===== config.mk =====
export PLATFORM = sky130hd
export DESIGN_NAME = ffa_front
export DESIGN_NICKNAME = d
export VERILOG_FILES = /design/src/rtl/core/ffa_pkg.sv /design/src/rtl/core/ffa_front.sv
export SDC_FILE = /design/constraint.sdc
export NUM_CORES = 1
export LEC_CHECK = 0
export BUFFER_PORTS_ARGS = -buffer_cell sky130_fd_sc_hd__buf_2
export CAP_MARGIN = 20
export CELL_PAD_IN_SITES_DETAIL_PLACEMENT = 1
export CELL_PAD_IN_SITES_GLOBAL_PLACEMENT = 2
export CORE_MARGIN = 2
export CORE_UTILIZATION = 35
export DETAILED_ROUTE_END_ITERATION = 12
export PLACE_DENSITY_LB_ADDON = 0.1
export SLEW_MARGIN = 25
export SYNTH_ARGS = -nofsm -noshare
export SYNTH_HDL_FRONTEND = slang
export SYNTH_SLANG_ARGS = --single-unit

===== constraint.sdc =====
create_clock -name clk_i -period 3.9 [get_ports clk_i]
set_clock_uncertainty 0.05 [all_clocks]
set_input_delay 0.39 -clock clk_i [delete_from_list [all_inputs] [get_ports clk_i]]
set_output_delay 0.39 -clock clk_i [all_outputs]
set_load 0.02 [all_outputs]

===== src/rtl/core/ffa_pkg.sv =====
`timescale 1ns / 1ps
package ffa_pkg;
  localparam int unsigned TableEntries = 1024;
  localparam int unsigned IdxW = $clog2(TableEntries);
  localparam int unsigned CntW = $clog2(TableEntries + 1);
  localparam int unsigned OutCntW = 11;
  localparam int unsigned QDepth = 2;

  typedef enum logic {
    OpAlloc   = 1'b0,
    OpRelease = 1'b1
  } op_e;

  typedef struct packed {
    op_e         op;
    logic [31:0] start;
    logic [31:0] size;
  } req_t;

  typedef struct packed {
    logic [31:0]        granted;
    logic               status;
    logic [31:0]        free_total;
    logic [OutCntW-1:0] entry_count;
    logic [OutCntW-1:0] peak_entries;
    logic [31:0]        lost_count;
    logic [31:0]        lost_bytes;
  } rsp_t;

  function automatic logic [OutCntW-1:0] cnt_out(input logic [CntW-1:0] c);
    logic [OutCntW+CntW-1:0] w;
    w = {{OutCntW{1'b0}}, c};
    return w[OutCntW-1:0];
  endfunction
endpackage


===== src/rtl/core/ffa_front.sv =====
`timescale 1ns / 1ps
module ffa_front import ffa_pkg::*; (
  input  logic        clk_i,
  input  logic        rst_ni,
  input  logic        s_tvalid_i,
  output logic        s_tready_o,
  input  logic        s_tuser_i,
  input  logic [63:0] s_tdata_i,
  output logic        q_valid_o,
  input  logic        q_ready_i,
  output req_t        q_req_o
);
  localparam int unsigned PtrW = $clog2(QDepth);
  req_t              mem_q [QDepth];
  logic [PtrW-1:0]   wr_q, wr_d, rd_q, rd_d;
  logic [PtrW:0]     cnt_q, cnt_d;
  logic              push, pop;
  req_t              in_req;

  // classify beat: opcode from tuser, start then size from tdata
  always_comb begin
    in_req.op    = op_e'(s_tuser_i);
    in_req.start = s_tdata_i[31:0];
    in_req.size  = s_tdata_i[63:32];
  end

  assign s_tready_o = (cnt_q != (PtrW+1)'(QDepth));
  assign q_valid_o  = (cnt_q != '0);
  assign q_req_o    = mem_q[rd_q];
  assign push = s_tvalid_i && s_tready_o;
  assign pop  = q_valid_o && q_ready_i;

  always_comb begin
    wr_d  = push ? ((wr_q == PtrW'(QDepth-1)) ? '0 : wr_q + 1'b1) : wr_q;
    rd_d  = pop  ? ((rd_q == PtrW'(QDepth-1)) ? '0 : rd_q + 1'b1) : rd_q;
    cnt_d = cnt_q + (PtrW+1)'(push) - (PtrW+1)'(pop);
  end

  always_ff @(posedge clk_i or negedge rst_ni) begin
    if (!rst_ni) begin
      wr_q <= '0; rd_q <= '0; cnt_q <= '0;
    end else begin
      wr_q <= wr_d; rd_q <= rd_d; cnt_q <= cnt_d;
    end
  end

  always_ff @(posedge clk_i) begin
    if (push) mem_q[wr_q] <= in_req;
  end

  property p_no_overflow;
    @(posedge clk_i) disable iff (!rst_ni) cnt_q <= (PtrW+1)'(QDepth);
  endproperty
  assert property (p_no_overflow) else $error("queue overflow");
  assert property (@(posedge clk_i) disable iff (!rst_ni)
    (cnt_q == '0) |-> !pop) else $error("pop from empty queue");
  assert property (@(posedge clk_i) disable iff (!rst_ni)
    (push && !pop) |=> (cnt_q == $past(cnt_q) + 1'b1)) else $error("count slip");
endmodule


# Word level (Yosys, flattened, before mapping)

Memory sizes are Yosys's and may differ from the RTL's.
Cells that the tools add are included.

Add/sub/neg operators: 4
Equality and inequality tests: 1
Mux-type cells: 4
Reduce and logical (&&, ||, !) cells: 3

Operators with widths:

| cell                                 | count |
|---|---|
| 2-to-1 mux 1 bit                     | 4 |
| adder 1 bit, second input constant   | 2 |
| adder 2 x 1 -> 2 bit                 | 1 |
| logical AND 1 bit                    | 2 |
| != test 2 bit, second input constant | 1 |
| nonzero test 2 bit                   | 1 |
| subtractor 2 x 1 -> 2 bit            | 1 |

Register bits: 4
Memory bits (writable): 130
Output and inout bits: 67
Logic and storage cells: 16
Memories: 1

Memory list:

| name  | depth | bits a word | read ports | clocked after memory_dff | wr ports | line            | text |
|---|---|---|---|---|---|---|---|
| mem_q | 2     | 65          | 1          | 0                        | 1        | ffa_front.sv:14 | `req_t mem_q [QDepth];` |

# Logic depth before layout (Yosys ltp)

Depth after elaboration: 4
Depth in mapped cells: 5
Mapped depth without buffers: 5

# Worst setup path after synthesis

No wires, ideal clock.

Path kind: reg2reg
From: register cnt_q[0]
To: memory mem_q[0][0] (netlist name) (enable)
Setup time: 488 ps
Arrival: 3522 ps
Required time: 3362 ps
Slack: -160 ps
Cell stages (with the launch flop): 4
Buffers on the path: 0
Period minus slack after synthesis: 4060 ps
Cells stage by stage: dfrtp_1 > nand2b_1 > nand2_1 > nor2_1

Longest elaborated chain between the ends: 4

Ends and longest elaborated chain:

| item                                   | line            | text |
|---|---|---|
| start, declared                        | ffa_front.sv:16 | `logic [PtrW:0] cnt_q, cnt_d;` |
| start signal, assigned                 | ffa_front.sv:43 | `wr_q <= wr_d; rd_q <= rd_d; cnt_q <= cnt_d;` |
| != test 2 bit                          | ffa_front.sv:27 | `assign s_tready_o = (cnt_q != (PtrW+1)'(QDepth));` |
| net s_tready_o                         | ffa_front.sv:6  | `output logic s_tready_o,` |
| logical AND 1 bit                      | ffa_front.sv:30 | `assign push = s_tvalid_i && s_tready_o;` |
| 2-to-1 mux 1 bit                       | ffa_front.sv:48 | `if (push) mem_q[wr_q] <= in_req;` |
| 2-to-1 mux 1 bit (not written as such) | ffa_front.sv:48 |  |
| end, declared                          | ffa_front.sv:14 |  |

The timed path passes the listed nets, and every way through them passes these cells.

==> metrics.csv <==
metric;value;unit
hold_violations;0;
min_period_over_period;65.6;%
synth.area.top_cells;edfxtp_1 (77%), mux2_4 (12%), mux2_2 (5.6%), dfrtp_1 (2.0%), buf_6 (0.89%);
setup_viol;0;
ys_ff_latch;134;
dieArea;0.0155;sq mm
switchingPower;1.62;mW
postSynthCellCount;224;
syn_avg_cell_area;22.6;sq um
cts_made_buffers;17;
power_frac_clock;26.5;%
hold_start;s_tdata_i[15];
final_nets;445;
drive_gt1_share;59.5;%
yosysMostFrequentCell;edfxtp_1;
drtIter0Drc;67;
yosys-top-cells-count;edfxtp_1 (130), mux2_4 (40), mux2_2 (25), buf_6 (4), dfrtp_1 (4);
dieWidth;124;um
insertion_delay;410;ps
grt-ovfl-total;0;
num_rows;43;
n_fill_cell;1360;
clock_path_buffers;2;
seq_power_share;41.4;%
report.final.slew_viol_count;0;
whs_endpoint;mem_q[0][47]$_DFFE_PP_;
p_leak;2.54;nW
synth_top_flop_cell;edfxtp_1;
routed_wl;9.19;mm
ys_seq_area_share;79.0;%
synth_top_area_share;77.0;%
grt_pass1_vias;2814;
drv_cap;0;
timing.hold.ws;117;ps
synthDistinctLibCells;20;
max_slew_margin;47.0;%
area_growth;28.1;%
async_flop_share;2.99;%
period_needed;2560;ps
ctsHtreeMaxLevel;4;
synth_fp_nets;294;
core_area;0.0140;sq mm
ant_nets;0;
start_util;36.2;%
crit_fanout;36;
power.share.combinational;32.0;%
antenna_found_initial;0;
criticalPathCategory;reg -> out;
powerDensity;800;mW/mm^2
worst_setup_path_start_kind;flop;
synth_area;0.00507;sq mm
r2r_slack;1810;ps
clock_sinks;134;
cts_setup_buffers;0;
intPower;3.57;mW
status;complete, no violations;
reg2reg_to;mem_q[0][50]$_DFFE_PP_;
remaining_drc_errors;0;
diodes;0;
cts_resized;0;
ios;136;
worst_slew_pin_slew;794;ps
cp.required;3460;ps
via_count;2561;
vias_per_cell;4.53;
max_freq;391;MHz
reg2reg_from;cnt_q[0]$_DFF_PN0_;
r2r_cells;4;
synth_top_area_cell;edfxtp_1;
postCtsHoldBufs;1;
gp_congestion;0.637;
post_drt_wl_per_cell;16.3;um
grt.total_usage;12.6;%
yosys_warnings;0;
critPathCaptureType;primary output;
cts_tree;yes;
cts_root_buf;clkbuf_16;
clk_pin_slew;50;ps
first_pass_iters;4;
dieHeight;124;um
grt_max_degree;44;
grt_pass1_wl;14.7;mm
min_path_type;in -> reg;
tns;0;ps
arrival;2120;ps
rsz0062_at_grt;false;
hold_depth;1;
switching_share;31.2;%
ir_drop;0.000283;V
synth_edf_count;130;
port_buffers;135;
## how the worst max path moves through the flow
stage,start,end
floorplan,cnt_q[0]$_DFF_PN0_,mem_q[0][0]$_DFFE_PP_
global placement,rd_q$_DFFE_PN0P_,q_req_o[48]
detailed placement,rd_q$_DFFE_PN0P_,q_req_o[48]
CTS,rd_q$_DFFE_PN0P_,q_req_o[48]
global route,rd_q$_DFFE_PN0P_,q_req_o[48]
finish,rd_q$_DFFE_PN0P_,q_req_o[48]
## metrics by stage
stage / cell area (sq um) / utilization (%) / instances / setup slack (ps) / power (mW)
after floorplan: 5070 / - / 224 / 922 / 3.37
after global placement: 5960 / 42.6 / 534 / 1620 / 3.87
after detailed placement: 5980 / 42.7 / 535 / 1720 / 3.89
after CTS: 6490 / 46.4 / 565 / 1270 / 5.29
after global routing: 6490 / 46.4 / 565 / 1210 / 5.46
final: 6490 / 46.4 / 565 / 1340 / 5.19
## power groups by stage
stage / logic [mW] / registers [mW] / clock network [mW]
after floorplan: 1.29 / 2.08 / 0
after global placement: 1.61 / 2.26 / 0
after detailed placement: 1.70 / 2.19 / 0
after CTS: 1.71 / 2.16 / 1.41
after global routing: 1.78 / 2.19 / 1.48
final: 1.66 / 2.15 / 1.38
## cells in the final DEF, fill, tap and decap left out, drive strengths merged, types with 2 or more instances in the layout
| cell type | netlist | final |
|---|---|---|
| buf | 7 | 138 |
| clkbuf | 0 | 21 |
| xnor2 | 3 | 3 |
| mux2 | 65 | 65 |
| edfxtp | 130 | 130 |
| nor2 | 3 | 3 |
| clkinv | 0 | 7 |
| dfrtp | 4 | 4 |
| nand2 | 2 | 2 |
## state kept, by name, indices dropped and copies added (netlist names)
name	flops
mem_q	130
cnt_q	2
rd_q	1
wr_q	1
## logic make-up (layout without fill, tap and decap cells)
| family | Yosys count | count (layout) | synth area share (%) |
|---|---|---|---|
| flip-flops | 134 | 134 | 79.0 |
| multiplexers | 65 | 65 | 17.4 |
| AND/OR/NAND/NOR | 10 | 10 | 0.963 |
| buffers and inverters | 7 | 168 | 1.23 |
| AO/OA/AOI/OAI | 4 | 4 | 0.617 |
| XOR/XNOR | 3 | 3 | 0.519 |
| adder cells (fa/ha/maj) | 1 | 1 | 0.247 |
## cell type report
type                            count  area, sq um  share of cell area (%)
Clock buffer                       21          440                    6.79
Tap cell                          180          225                    3.47
Multi-Input combinational cell     83         1010                    15.6
Timing Repair Buffer              139          746                    11.5
Clock inverter                      8         61.3                   0.945
Sequential cell                   134         4010                    61.8
## worst max-delay path, stage by stage, from the launching register on
cell and delay [ps]:
dfrtp_4 830, buf_12 330, mux2_2 380, buf_2 160
## per-layer routing
layer | GRT usage [%] | up-vias | routed length [um]
met4 | 5.55 | 0 | 140
met3 | 5.97 | 14 | 709
li1 | - | 1185 | -
met5 | 0 | - | 0
met2 | 19.9 | 92 | 4490
met1 | 14.6 | 1270 | 3850
(Power assumes the default switching activity.)
